$ cat config.mk
export PLATFORM = sky130hd
export DESIGN_NAME = usb_bulk_rx_frame_deframer
export DESIGN_NICKNAME = d
export VERILOG_FILES = /design/src/sv/ubrfd_pkg.sv /design/src/sv/ubrfd_parser.sv /design/src/sv/ubrfd_queue.sv /design/src/sv/ubrfd_out_stage.sv /design/src/sv/usb_bulk_rx_frame_deframer.sv
export SDC_FILE = /design/constraint.sdc
export NUM_CORES = 1
export LEC_CHECK = 0
export BUFFER_PORTS_ARGS = -buffer_cell sky130_fd_sc_hd__buf_2
export CORE_UTILIZATION = 46
export DETAILED_ROUTE_END_ITERATION = 16
export GPL_TIMING_DRIVEN = 0
export PLACE_DENSITY = 0.74
export SYNTH_ARGS = -nofsm -noshare
export SYNTH_HDL_FRONTEND = slang
export SYNTH_SLANG_ARGS = --single-unit
$ cat constraint.sdc
create_clock -name clk_i -period 6.2 [get_ports clk_i]
set_input_delay 1.24 -clock clk_i [delete_from_list [all_inputs] [get_ports clk_i]]
set_output_delay 1.24 -clock clk_i [all_outputs]
set_load 0.1 [all_outputs]
$ cat src/sv/ubrfd_pkg.sv
// ============================================================================
// ubrfd_pkg: shared types and constants of the bulk receive deframer
// Word layouts of both channels, configuration codes, event codes and the
// control bundles that travel between the front, the queue and the back.
// ============================================================================
package ubrfd_pkg;

  // Width of the frame length field in the status word (allowed 11 to 16).
  localparam int LEN_FIELD_BITS_DEF = 14;
  // Number of entries in the result queue between front and back.
  localparam int QUEUE_DEPTH_DEF    = 4;

  localparam int MAX_LEN_W  = 14;
  localparam int CFG_DATA_W = 14;
  localparam int OFFSET_W   = 2;

  localparam int HDR_BYTES  = 4;
  localparam int CRC_BYTES  = 4;

  localparam logic [MAX_LEN_W-1:0] MAX_LEN_RESET = 14'd1526;
  localparam logic [OFFSET_W-1:0]  OFFSET_RESET  = 2'd2;

  // Configuration register indexes.
  localparam logic CFG_IDX_MAX_LEN = 1'b0;
  localparam logic CFG_IDX_OFFSET  = 1'b1;

  // Event codes reported with a result word.
  localparam logic [1:0] EV_NONE     = 2'd0;
  localparam logic [1:0] EV_ERROR    = 2'd1;
  localparam logic [1:0] EV_OVERSIZE = 2'd2;
  localparam logic [1:0] EV_TRUNC    = 2'd3;

  typedef struct packed {
    logic [7:0] in_byte;
    logic       buffer_last;
  } in_word_t;

  typedef struct packed {
    logic       byte_valid;
    logic [7:0] out_byte;
    logic       frame_last;
    logic [1:0] event_res;
  } out_word_t;

  localparam int OUT_W = $bits(out_word_t);

  typedef struct packed {
    logic                  we;
    logic                  idx;
    logic [CFG_DATA_W-1:0] data;
  } cfg_write_t;

  typedef struct packed {
    logic      valid;
    out_word_t word;
  } push_t;

  typedef struct packed {
    logic full;
    logic empty;
  } q_status_t;

endpackage

$ cat src/sv/ubrfd_parser.sv
// ============================================================================
// ubrfd_parser: front end of the deframer
// Accepts one buffer byte per cycle while the queue has room, walks the
// header, offset, frame and padding phases, and pushes a result word into
// the queue per delivered byte or event. Holds the configuration registers.
// ============================================================================
module ubrfd_parser #(
  parameter int LEN_BITS = ubrfd_pkg::LEN_FIELD_BITS_DEF
) (
  input  logic                   clk_i,
  input  logic                   rst_ni,
  input  logic                   in_valid_i,
  input  ubrfd_pkg::in_word_t    in_data_i,
  output logic                   in_stall_o,
  input  ubrfd_pkg::cfg_write_t  cfg_i,
  input  ubrfd_pkg::q_status_t   q_stat_i,
  output ubrfd_pkg::push_t       push_o
);
  import ubrfd_pkg::*;

  localparam logic [2:0] PH_HEADER = 3'd0;
  localparam logic [2:0] PH_OFFSET = 3'd1;
  localparam logic [2:0] PH_FRAME  = 3'd2;
  localparam logic [2:0] PH_PAD    = 3'd3;
  localparam logic [2:0] PH_ABORT  = 3'd4;

  localparam int CMP_W = (LEN_BITS > MAX_LEN_W) ? LEN_BITS : MAX_LEN_W;

  logic [MAX_LEN_W-1:0] max_len_q;
  logic [OFFSET_W-1:0]  offset_q;

  logic [2:0]          phase_q, phase_d;
  logic [LEN_BITS-1:0] cnt_q, cnt_d;
  logic [LEN_BITS-1:0] len_q, len_d;
  logic                err_q, err_d;
  logic [7:0]          b2_q, b2_d;
  logic                skip_q, skip_d;
  logic [1:0]          pad_q, pad_d;

  logic                accept;
  logic [LEN_BITS-1:0] cnt_inc;
  logic [LEN_BITS-1:0] len_new;
  logic [1:0]          pad_new;
  logic                done;
  out_word_t           res;

  assign in_stall_o = q_stat_i.full;
  assign accept     = in_valid_i && !in_stall_o;
  assign cnt_inc    = cnt_q + LEN_BITS'(1);
  assign len_new    = LEN_BITS'({in_data_i.in_byte, b2_q});
  assign pad_new    = 2'(2'd0 - (len_new[1:0] + offset_q));

  always_ff @(posedge clk_i or negedge rst_ni) begin
    if (!rst_ni) begin
      max_len_q <= MAX_LEN_RESET;
      offset_q  <= OFFSET_RESET;
    end else if (cfg_i.we) begin
      if (cfg_i.idx == CFG_IDX_MAX_LEN) begin
        max_len_q <= cfg_i.data[MAX_LEN_W-1:0];
      end else begin
        offset_q <= cfg_i.data[OFFSET_W-1:0];
      end
    end
  end

  always_comb begin
    phase_d = phase_q;
    cnt_d   = cnt_q;
    len_d   = len_q;
    err_d   = err_q;
    b2_d    = b2_q;
    skip_d  = skip_q;
    pad_d   = pad_q;
    res     = '0;
    done    = 1'b0;
    if (accept) begin
      unique case (phase_q)
        PH_HEADER: begin
          if (cnt_q[1:0] == 2'd1) begin
            err_d = in_data_i.in_byte[7];
          end
          if (cnt_q[1:0] == 2'd2) begin
            b2_d = in_data_i.in_byte;
          end
          cnt_d = cnt_inc;
          if (cnt_q == LEN_BITS'(HDR_BYTES - 1)) begin
            len_d  = len_new;
            pad_d  = pad_new;
            skip_d = 1'b0;
            if (!err_q && (CMP_W'(len_new) > CMP_W'(max_len_q))) begin
              res.event_res = EV_OVERSIZE;
              phase_d       = PH_ABORT;
            end else begin
              if (err_q) begin
                skip_d        = 1'b1;
                res.event_res = EV_ERROR;
              end
              cnt_d = '0;
              if (offset_q != '0) begin
                phase_d = PH_OFFSET;
              end else if (len_new != '0) begin
                phase_d = PH_FRAME;
              end else if (pad_new != 2'd0) begin
                phase_d = PH_PAD;
              end else begin
                phase_d = PH_HEADER;
                skip_d  = 1'b0;
              end
            end
          end
        end
        PH_OFFSET: begin
          cnt_d = cnt_inc;
          if (cnt_inc >= LEN_BITS'(offset_q)) begin
            cnt_d = '0;
            if (len_q != '0) begin
              phase_d = PH_FRAME;
            end else if (pad_q != 2'd0) begin
              phase_d = PH_PAD;
            end else begin
              phase_d = PH_HEADER;
              skip_d  = 1'b0;
            end
          end
        end
        PH_FRAME: begin
          if (!skip_q && (len_q > LEN_BITS'(CRC_BYTES)) &&
              (cnt_q < len_q - LEN_BITS'(CRC_BYTES))) begin
            res.byte_valid = 1'b1;
            res.out_byte   = in_data_i.in_byte;
            res.frame_last = (cnt_q == len_q - LEN_BITS'(CRC_BYTES + 1));
          end
          cnt_d = cnt_inc;
          if (cnt_inc >= len_q) begin
            if (pad_q != 2'd0) begin
              phase_d = PH_PAD;
            end else begin
              phase_d = PH_HEADER;
              cnt_d   = '0;
              skip_d  = 1'b0;
            end
          end
        end
        PH_PAD: begin
          pad_d = pad_q - 2'd1;
          if (pad_d == 2'd0) begin
            phase_d = PH_HEADER;
            cnt_d   = '0;
            skip_d  = 1'b0;
          end
        end
        PH_ABORT: begin
          phase_d = PH_ABORT;
        end
        default: begin
          phase_d = PH_HEADER;
          cnt_d   = '0;
          skip_d  = 1'b0;
        end
      endcase

      if (in_data_i.buffer_last) begin
        done = ((phase_d == PH_HEADER) && (cnt_d == '0)) ||
               (phase_d == PH_PAD) || (phase_d == PH_ABORT);
        if (!done && (res.event_res != EV_OVERSIZE)) begin
          res.event_res = EV_TRUNC;
        end
        phase_d = PH_HEADER;
        cnt_d   = '0;
        skip_d  = 1'b0;
        pad_d   = 2'd0;
      end
    end
  end

  assign push_o.valid = accept && (res.byte_valid || (res.event_res != EV_NONE));
  assign push_o.word  = res;

  always_ff @(posedge clk_i or negedge rst_ni) begin
    if (!rst_ni) begin
      phase_q <= PH_HEADER;
      cnt_q   <= '0;
      len_q   <= '0;
      skip_q  <= 1'b0;
      pad_q   <= 2'd0;
    end else begin
      phase_q <= phase_d;
      cnt_q   <= cnt_d;
      len_q   <= len_d;
      skip_q  <= skip_d;
      pad_q   <= pad_d;
    end
  end

  always_ff @(posedge clk_i) begin
    err_q <= err_d;
    b2_q  <= b2_d;
  end

  // Nothing leaves the parser while the rest of a buffer is being dropped.
  a_abort_silent: assert property (@(posedge clk_i) disable iff (!rst_ni)
    (accept && (phase_q == PH_ABORT)) |-> !push_o.valid)
    else $error("result pushed while aborting a buffer");

  // The end of a buffer always brings the parser back to a fresh header.
  a_last_resets: assert property (@(posedge clk_i) disable iff (!rst_ni)
    (accept && in_data_i.buffer_last) |=> ((phase_q == PH_HEADER) && (cnt_q == '0)))
    else $error("parser not at header start after buffer end");

  // A frame end marker only comes with a delivered byte.
  a_last_has_byte: assert property (@(posedge clk_i) disable iff (!rst_ni)
    (push_o.valid && push_o.word.frame_last) |-> push_o.word.byte_valid)
    else $error("frame_last without a delivered byte");

endmodule

$ cat src/sv/ubrfd_queue.sv
// ============================================================================
// ubrfd_queue: short result queue between front and back
// A small register queue with write and read pointers and an entry count.
// ============================================================================
module ubrfd_queue #(
  parameter int WIDTH = ubrfd_pkg::OUT_W,
  parameter int DEPTH = ubrfd_pkg::QUEUE_DEPTH_DEF
) (
  input  logic                 clk_i,
  input  logic                 rst_ni,
  input  logic                 push_i,
  input  logic [WIDTH-1:0]     push_data_i,
  input  logic                 pop_i,
  output logic [WIDTH-1:0]     pop_data_o,
  output ubrfd_pkg::q_status_t status_o
);
  import ubrfd_pkg::*;

  // The user keeps DEPTH a power of two so pointers wrap; this is not enforced.
  localparam int PTR_W = (DEPTH > 1) ? $clog2(DEPTH) : 1;
  localparam int CNT_W = $clog2(DEPTH + 1);

  logic [WIDTH-1:0] mem_q [DEPTH];
  logic [PTR_W-1:0] wr_ptr_q, rd_ptr_q;
  logic [CNT_W-1:0] cnt_q, cnt_d;

  assign status_o.full  = (cnt_q == CNT_W'(DEPTH));
  assign status_o.empty = (cnt_q == '0);
  assign pop_data_o     = mem_q[rd_ptr_q];

  always_comb begin
    cnt_d = cnt_q;
    if (push_i && !pop_i) begin
      cnt_d = cnt_q + CNT_W'(1);
    end else if (pop_i && !push_i) begin
      cnt_d = cnt_q - CNT_W'(1);
    end
  end

  always_ff @(posedge clk_i or negedge rst_ni) begin
    if (!rst_ni) begin
      wr_ptr_q <= '0;
      rd_ptr_q <= '0;
      cnt_q    <= '0;
    end else begin
      cnt_q <= cnt_d;
      if (push_i) begin
        wr_ptr_q <= wr_ptr_q + PTR_W'(1);
      end
      if (pop_i) begin
        rd_ptr_q <= rd_ptr_q + PTR_W'(1);
      end
    end
  end

  always_ff @(posedge clk_i) begin
    if (push_i) begin
      mem_q[wr_ptr_q] <= push_data_i;
    end
  end

  a_no_overflow: assert property (@(posedge clk_i) disable iff (!rst_ni)
    push_i |-> !status_o.full)
    else $error("push into a full queue");

  a_no_underflow: assert property (@(posedge clk_i) disable iff (!rst_ni)
    pop_i |-> !status_o.empty)
    else $error("pop from an empty queue");

  a_count_bound: assert property (@(posedge clk_i) disable iff (!rst_ni)
    cnt_q <= CNT_W'(DEPTH))
    else $error("queue count beyond depth");

endmodule

$ cat src/sv/ubrfd_out_stage.sv
// ============================================================================
// ubrfd_out_stage: back end of the deframer
// Moves result words from the queue into the output register and holds each
// one until the receiver takes it.
// ============================================================================
module ubrfd_out_stage (
  input  logic                 clk_i,
  input  logic                 rst_ni,
  input  ubrfd_pkg::q_status_t q_stat_i,
  input  ubrfd_pkg::out_word_t q_data_i,
  output logic                 pop_o,
  output logic                 out_valid_o,
  output ubrfd_pkg::out_word_t out_data_o,
  input  logic                 out_stall_i
);
  import ubrfd_pkg::*;

  logic      valid_q, valid_d;
  out_word_t data_q;

  assign pop_o   = !q_stat_i.empty && (!valid_q || !out_stall_i);
  assign valid_d = pop_o || (valid_q && out_stall_i);

  always_ff @(posedge clk_i or negedge rst_ni) begin
    if (!rst_ni) begin
      valid_q <= 1'b0;
    end else begin
      valid_q <= valid_d;
    end
  end

  always_ff @(posedge clk_i) begin
    if (pop_o) begin
      data_q <= q_data_i;
    end
  end

  assign out_valid_o = valid_q;
  assign out_data_o  = data_q;

endmodule

$ cat src/sv/usb_bulk_rx_frame_deframer.sv
// ============================================================================
// usb_bulk_rx_frame_deframer: bulk receive buffer deframer
// Splits a received bulk buffer into frames, strips status words, offsets,
// CRC bytes and padding, and reports error, oversize and truncation events.
// ============================================================================
//
//   Port group    Direction  Handshake               Word
//   in_*          in         in_valid_i/in_stall_o   in_word_t (byte, buffer end)
//   out_*         out        out_valid_o/out_stall_i out_word_t (byte, marks, event)
//   cfg_*         in         cfg_we_i                register index and data
//
// One buffer byte is accepted every cycle while the result queue has room;
// the parser's per-byte phase update sets this rate. A result word passes
// through the queue and then the output register on its way to the output.
// Reset clears the phase machine, the queue pointers and the output valid;
// no clearing pass is needed, the block takes bytes right after reset.
// in_stall_o rises only when the queue is full, so a stalled output is
// absorbed by the queue and the output register before input stalls.
//
// Only bytes that deliver frame data or report an event produce a word;
// status words, offsets, CRC bytes and padding are consumed silently.
// Configuration is expected to change only while the block is idle.
module usb_bulk_rx_frame_deframer #(
  parameter int LENGTH_FIELD_BITS = ubrfd_pkg::LEN_FIELD_BITS_DEF,
  parameter int QUEUE_DEPTH       = ubrfd_pkg::QUEUE_DEPTH_DEF
) (
  input  logic                              clk_i,
  input  logic                              rst_ni,
  input  logic                              in_valid_i,
  input  ubrfd_pkg::in_word_t               in_data_i,
  output logic                              in_stall_o,
  output logic                              out_valid_o,
  output ubrfd_pkg::out_word_t              out_data_o,
  input  logic                              out_stall_i,
  input  logic                              cfg_we_i,
  input  logic                              cfg_idx_i,
  input  logic [ubrfd_pkg::CFG_DATA_W-1:0]  cfg_data_i
);
  import ubrfd_pkg::*;

  cfg_write_t cfg;
  push_t      push;
  q_status_t  q_stat;
  logic       pop;
  logic [OUT_W-1:0] q_data;

  assign cfg.we   = cfg_we_i;
  assign cfg.idx  = cfg_idx_i;
  assign cfg.data = cfg_data_i;

  // Front: parses the byte stream and classifies every byte.
  ubrfd_parser #(
    .LEN_BITS (LENGTH_FIELD_BITS)
  ) u_parser (
    .clk_i      (clk_i),
    .rst_ni     (rst_ni),
    .in_valid_i (in_valid_i),
    .in_data_i  (in_data_i),
    .in_stall_o (in_stall_o),
    .cfg_i      (cfg),
    .q_stat_i   (q_stat),
    .push_o     (push)
  );

  // Queue: lets the parser keep going while the receiver stalls.
  ubrfd_queue #(
    .WIDTH (OUT_W),
    .DEPTH (QUEUE_DEPTH)
  ) u_queue (
    .clk_i       (clk_i),
    .rst_ni      (rst_ni),
    .push_i      (push.valid),
    .push_data_i (push.word),
    .pop_i       (pop),
    .pop_data_o  (q_data),
    .status_o    (q_stat)
  );

  // Back: registered output that holds a word until it is taken.
  ubrfd_out_stage u_out (
    .clk_i       (clk_i),
    .rst_ni      (rst_ni),
    .q_stat_i    (q_stat),
    .q_data_i    (out_word_t'(q_data)),
    .pop_o       (pop),
    .out_valid_o (out_valid_o),
    .out_data_o  (out_data_o),
    .out_stall_i (out_stall_i)
  );

endmodule

==> impl_results.html <==
<table>
<tr><th>Metric</th><th>Value</th></tr>
<tr><th colspan="2">Worst setup path</th></tr>
<tr><td>Required time at the worst-slack endpoint</td><td>6540 ps</td></tr>
<tr><td>Largest delay contributor family on the critical path</td><td>compound AO/OA/AOI/OAI gates</td></tr>
<tr><td>Critical register-to-register path startpoint</td><td>u_parser.cnt_q[0]</td></tr>
<tr><td>R2R Setup Slk</td><td>920 ps</td></tr>
<tr><td>Max FO, Critical Path</td><td>9</td></tr>
<tr><td>Combined buffer and inverter count along the critical path</td><td>2</td></tr>
<tr><td>Sort of element at the end of the critical path</td><td>flip-flop</td></tr>
<tr><td>Slowest cell on crit path</td><td>sky130_fd_sc_hd__dfrtp_1</td></tr>
<tr><td>Cell-by-cell listing of the critical path</td><td>clkbuf_1, nand2_1, nor3_1, xor2_1, ha_1, and2_1, a221oi_1, nor2_1, o31ai_1, o2bb2ai_1, o21ai_0, nand4_1, o2111ai_2, a21oi_4, ha_1, inv_1, fa_1, xor2_1, nor2_1, xor2_1</td></tr>
<tr><td>Element type at the critical path start</td><td>flip-flop</td></tr>
<tr><td>Most frequent CP cell</td><td>sky130_fd_sc_hd__xor2_1</td></tr>
<tr><td>RR Endpoint</td><td>u_queue.cnt_q[2]</td></tr>
<tr><td>Worst stage delay on the critical path</td><td>490 ps</td></tr>
<tr><td>Depth of the worst register-to-register path</td><td>20</td></tr>
<tr><td>WP data arrival</td><td>5620 ps</td></tr>
<tr><td>Type of the setup path with the least slack</td><td>flip-flop to flip-flop</td></tr>
<tr><th colspan="2">Timing</th></tr>
<tr><td>Final Slew Violations</td><td>0</td></tr>
<tr><td>Setup violation total in the final timing report</td><td>0</td></tr>
<tr><td>Unrepaired setup endpoints after global routing</td><td>no</td></tr>
<tr><td>Setup_tns</td><td>0 ps</td></tr>
<tr><td>Worst slew slack as a fraction of its limit</td><td>41.15%</td></tr>
<tr><td>Tcrit/Tclk final</td><td>85.16%</td></tr>
<tr><td>Worst clock skew on the final layout</td><td>16.79 ps</td></tr>
<tr><td>Achievable Freq</td><td>0.1894 GHz</td></tr>
<tr><td>Transition at the pin with the smallest max-transition slack</td><td>880.9 ps</td></tr>
<tr><td>Final-report hold violation count</td><td>0</td></tr>
<tr><td>Clock period minus final worst setup slack</td><td>5280 ps</td></tr>
<tr><th colspan="2">Route</th></tr>
<tr><td>Detailed-route via count</td><td>5,609</td></tr>
<tr><td>1st-pass router iterations</td><td>5</td></tr>
<tr><td>Post-route DRC</td><td>0</td></tr>
<tr><td>Routed wire length</td><td>18,140 µm</td></tr>
<tr><td>Per-cell via count in the routed design</td><td>5.671</td></tr>
<tr><td>Average detailed-routed wire length per instance</td><td>18.34 µm</td></tr>
<tr><td>Residual antenna-violating net count after detailed routing</td><td>0</td></tr>
<tr><td>Iteration-0 DRC count of the detailed router</td><td>437</td></tr>
<tr><th colspan="2">Clock tree</th></tr>
<tr><td>Hold-fix buffers at CTS</td><td>0</td></tr>
<tr><td>CTS tree</td><td>yes</td></tr>
<tr><td>Clock buffer count from CTS</td><td>17</td></tr>
<tr><td>Post-CTS Repair Setup Buffers</td><td>0</td></tr>
<tr><td>Maximum level of the CTS H-tree</td><td>4</td></tr>
<tr><td>Insertion delay to the later sink of the worst-skew pair</td><td>430 ps</td></tr>
<tr><td>Clock Root Buffer</td><td>sky130_fd_sc_hd__clkbuf_16</td></tr>
<tr><td>CTS resizes</td><td>0</td></tr>
<tr><td>Max Root-Sink Buffers</td><td>2</td></tr>
<tr><td>Sink count of the clock tree</td><td>127</td></tr>
<tr><td>CTS clk-pin slew, worst paths</td><td>60 ps</td></tr>
<tr><th colspan="2">Synth</th></tr>
<tr><td>Dominant cells by area after synthesis</td><td>sky130_fd_sc_hd__edfxtp_1, sky130_fd_sc_hd__dfrtp_1, sky130_fd_sc_hd__ha_1</td></tr>
<tr><td>Cell variety after synth</td><td>72</td></tr>
<tr><td>YS warnings</td><td>0</td></tr>
<tr><td>Area leader, netlist</td><td>sky130_fd_sc_hd__edfxtp_1</td></tr>
<tr><td>Ys async rst share</td><td>45.67%</td></tr>
<tr><td>Number of flops mapped to enable cells by yosys</td><td>69</td></tr>
<tr><td>Top-count cell post-synth</td><td>sky130_fd_sc_hd__edfxtp_1</td></tr>
<tr><td>FF+latch count, synth</td><td>127</td></tr>
<tr><td>Instance count of the mapped netlist</td><td>699</td></tr>
<tr><td>Post-synthesis net count</td><td>790</td></tr>
<tr><td>Share of the yosys chip area belonging to registers</td><td>46.81%</td></tr>
<tr><td>Most common library cells after synthesis</td><td>sky130_fd_sc_hd__edfxtp_1, sky130_fd_sc_hd__nand2_1, sky130_fd_sc_hd__ha_1, sky130_fd_sc_hd__o21ai_0, sky130_fd_sc_hd__dfrtp_1</td></tr>
<tr><td>Top_reg_cell synth</td><td>sky130_fd_sc_hd__edfxtp_1</td></tr>
<tr><td>Mapped cell area</td><td>0.007551 mm²</td></tr>
<tr><td>Post-synth top area share</td><td>27.44%</td></tr>
<tr><td>Average cell area after synthesis</td><td>10.80 µm²</td></tr>
<tr><th colspan="2">GRT</th></tr>
<tr><td>Tot GR Track Use</td><td>22.51%</td></tr>
<tr><td>Most used routing layer</td><td>met2</td></tr>
<tr><td>GRT met3 Usage</td><td>6.437%</td></tr>
<tr><td>GRT met1 Usage</td><td>28.64%</td></tr>
<tr><td>Initial antenna violation count</td><td>0</td></tr>
<tr><td>Vias in the first global route</td><td>5,445</td></tr>
<tr><td>Pin count of the biggest net entering global routing</td><td>59</td></tr>
<tr><td>Global-route wire length before repair</td><td>28,430 µm</td></tr>
<tr><td>Final global-route overflow total</td><td>0</td></tr>
<tr><td>Grt met2 use</td><td>35.92%</td></tr>
<tr><th colspan="2">Cells and area</th></tr>
<tr><td>Number of antenna cells inserted</td><td>0</td></tr>
<tr><td>Fraction of layout cells with a size suffix above 1</td><td>16.69%</td></tr>
<tr><td>Final cell utilization of the core</td><td>53.93%</td></tr>
<tr><td>Final nets</td><td>851</td></tr>
<tr><td>Layout Area Growth over Synthesis</td><td>13.87%</td></tr>
<tr><th colspan="2">Die</th></tr>
<tr><td>Starting density of the core</td><td>47.36%</td></tr>
<tr><td>Die extent in y</td><td>130.1 µm</td></tr>
<tr><td>Die Width</td><td>130.1 µm</td></tr>
<tr><td>Cell Rows</td><td>46</td></tr>
<tr><td>Placeable core area</td><td>0.01594 mm²</td></tr>
<tr><td>Die area</td><td>0.01693 mm²</td></tr>
<tr><td># IOs</td><td>43</td></tr>
<tr><th colspan="2">Status</th></tr>
<tr><td>Outcome</td><td>completed</td></tr>
<tr><th colspan="2">Pwr</th></tr>
<tr><td>Static leakage</td><td>3.556 nW</td></tr>
<tr><td>Power density normalized to cell area</td><td>455.6 mW/mm²</td></tr>
<tr><td>Worst ir drop on vdd</td><td>300.2 µV</td></tr>
<tr><th colspan="2">Min path</th></tr>
<tr><td>Cells on Worst Hold Path</td><td>2</td></tr>
<tr><td>Classification of the worst-slack hold path</td><td>flip-flop to flip-flop</td></tr>
<tr><td>Hold worst-path end</td><td>u_parser.pad_q[1]</td></tr>
<tr><td>Hold Startpoint</td><td>u_parser.pad_q[1]</td></tr>
<tr><th colspan="2">Place</th></tr>
<tr><td>Detailed Place HPWL</td><td>13,130 µm</td></tr>
<tr><td>Gp weighted congestion</td><td>0.9298</td></tr>
<tr><td>Buffers added on ports</td><td>42</td></tr>
<tr><th colspan="2">Run</th></tr>
<tr><td>Max-cap violation count</td><td>0</td></tr>
</table>
[layout by cell type (no fill, tap or decap), types with 8 or more instances in the layout]
master                      Yosys  layout
sky130_fd_sc_hd__dfstp_2        9       9
sky130_fd_sc_hd__clkbuf_1      23      24
sky130_fd_sc_hd__nand2_1       65      65
sky130_fd_sc_hd__nor2_1        32      32
sky130_fd_sc_hd__nand2b_1       8       8
sky130_fd_sc_hd__mux4_2        12      12
sky130_fd_sc_hd__nor4_1        12      12
sky130_fd_sc_hd__ha_1          61      61
sky130_fd_sc_hd__nor3_1        17      17
sky130_fd_sc_hd__clkbuf_16      0      17
sky130_fd_sc_hd__a32o_1         9       9
sky130_fd_sc_hd__dfrtp_1       49      49
sky130_fd_sc_hd__a21oi_1       28      27
sky130_fd_sc_hd__nor2b_1        9       9
sky130_fd_sc_hd__o21ai_0       51      51
sky130_fd_sc_hd__xor2_1        15      15
sky130_fd_sc_hd__buf_2          7      48
sky130_fd_sc_hd__inv_1         42      42
sky130_fd_sc_hd__xnor2_1       33      33
sky130_fd_sc_hd__nand4_1       12      12
sky130_fd_sc_hd__nand3_1       23      23
sky130_fd_sc_hd__edfxtp_1      69      69
sky130_fd_sc_hd__and2_1        16      16
[per-layer routing]
metal / vias to the layer above / routed length (µm)
li1: 2671 / -
met1: 2716 / 8071
met2: 183 / 8636
met3: 39 / 1035
met4: 0 / 391
met5: - / 0
[worst max path at each step]
stage	cells after the start	to	startpoint	slack, ps
2_1_floorplan	13	u_queue.cnt_q[1]	u_queue.cnt_q[0]	1380
3_3_place_gp	20	u_queue.cnt_q[2]	u_parser.cnt_q[0]	1130
3_5_place_dp	20	u_queue.cnt_q[2]	u_parser.cnt_q[0]	1080
4_1_cts	20	u_queue.cnt_q[2]	u_parser.cnt_q[0]	1000
5_1_grt	20	u_queue.cnt_q[2]	u_parser.cnt_q[0]	500
6_report	20	u_queue.cnt_q[2]	u_parser.cnt_q[0]	920
[final cells by class]
type / count / area (µm²)
fillers: 1379 / 7345
multi-input cells: 492 / 3681
flip-flops and latches: 127 / 3535
clock buffers: 18 / 429.2
well taps: 216 / 270.3
repair buffers: 42 / 212.7
plain buffers: 38 / 181.4
inverters: 42 / 157.7
clock inverters: 14 / 131.4
[cells by family (layout without fill, tap and decap cells)]
family	count (synthesis)	after routing	synth area share, %
mux	20	20	4.772
buf+inv	80	154	4.490
flops	127	127	46.81
simple gates	223	223	15.51
fa+ha+maj	62	62	10.37
xor+xnor	48	48	5.568
compound gates	139	139	12.48
[power breakdown]
part | switching, W | internal [W] | leakage, nW
logic | 0.00112 | 0.000560 | 1.93
clock network | 0.000400 | 0.000557 | 0.271
registers | 0.000145 | 0.00113 | 1.35
[tightest hold or removal path: stages (launching register included)]
cell,delay (ps)
sky130_fd_sc_hd__dfrtp_1,340
sky130_fd_sc_hd__nand2_1,50
sky130_fd_sc_hd__o31ai_1,60
[per-stage QoR]
stage / instance area (µm²) / setup WS, ps / power (W) / cells / hold WS (ps)
after CTS: 8592 / 1004 / 0.003914 / 989 / 485.6
after global placement: 8031 / 1130 / 0.002901 / 957 / 462.7
after floorplan: 7551 / 1376 / 0.002545 / 699 / 448.5
after detailed placement: 8031 / 1079 / 0.002944 / 957 / 472.5
final: 8598 / 920.2 / 0.003917 / 989 / 483.7
after global routing: 8598 / 496.7 / 0.004155 / 989 / 508.5
[sequential cells by signal (all words and copies together), names as in the netlist, 2 cells and up]
name,cells
u_out.out_data_o,12
u_parser.b2_q,8
u_parser.cnt_q,14
u_parser.len_q,14
u_parser.max_len_q,14
u_parser.offset_q,2
u_parser.pad_q,2
u_parser.phase_q,3
u_queue.cnt_q,3
u_queue.mem_q,48
u_queue.rd_ptr_q,2
u_queue.wr_ptr_q,2
Power figures use the tool's default switching activity.
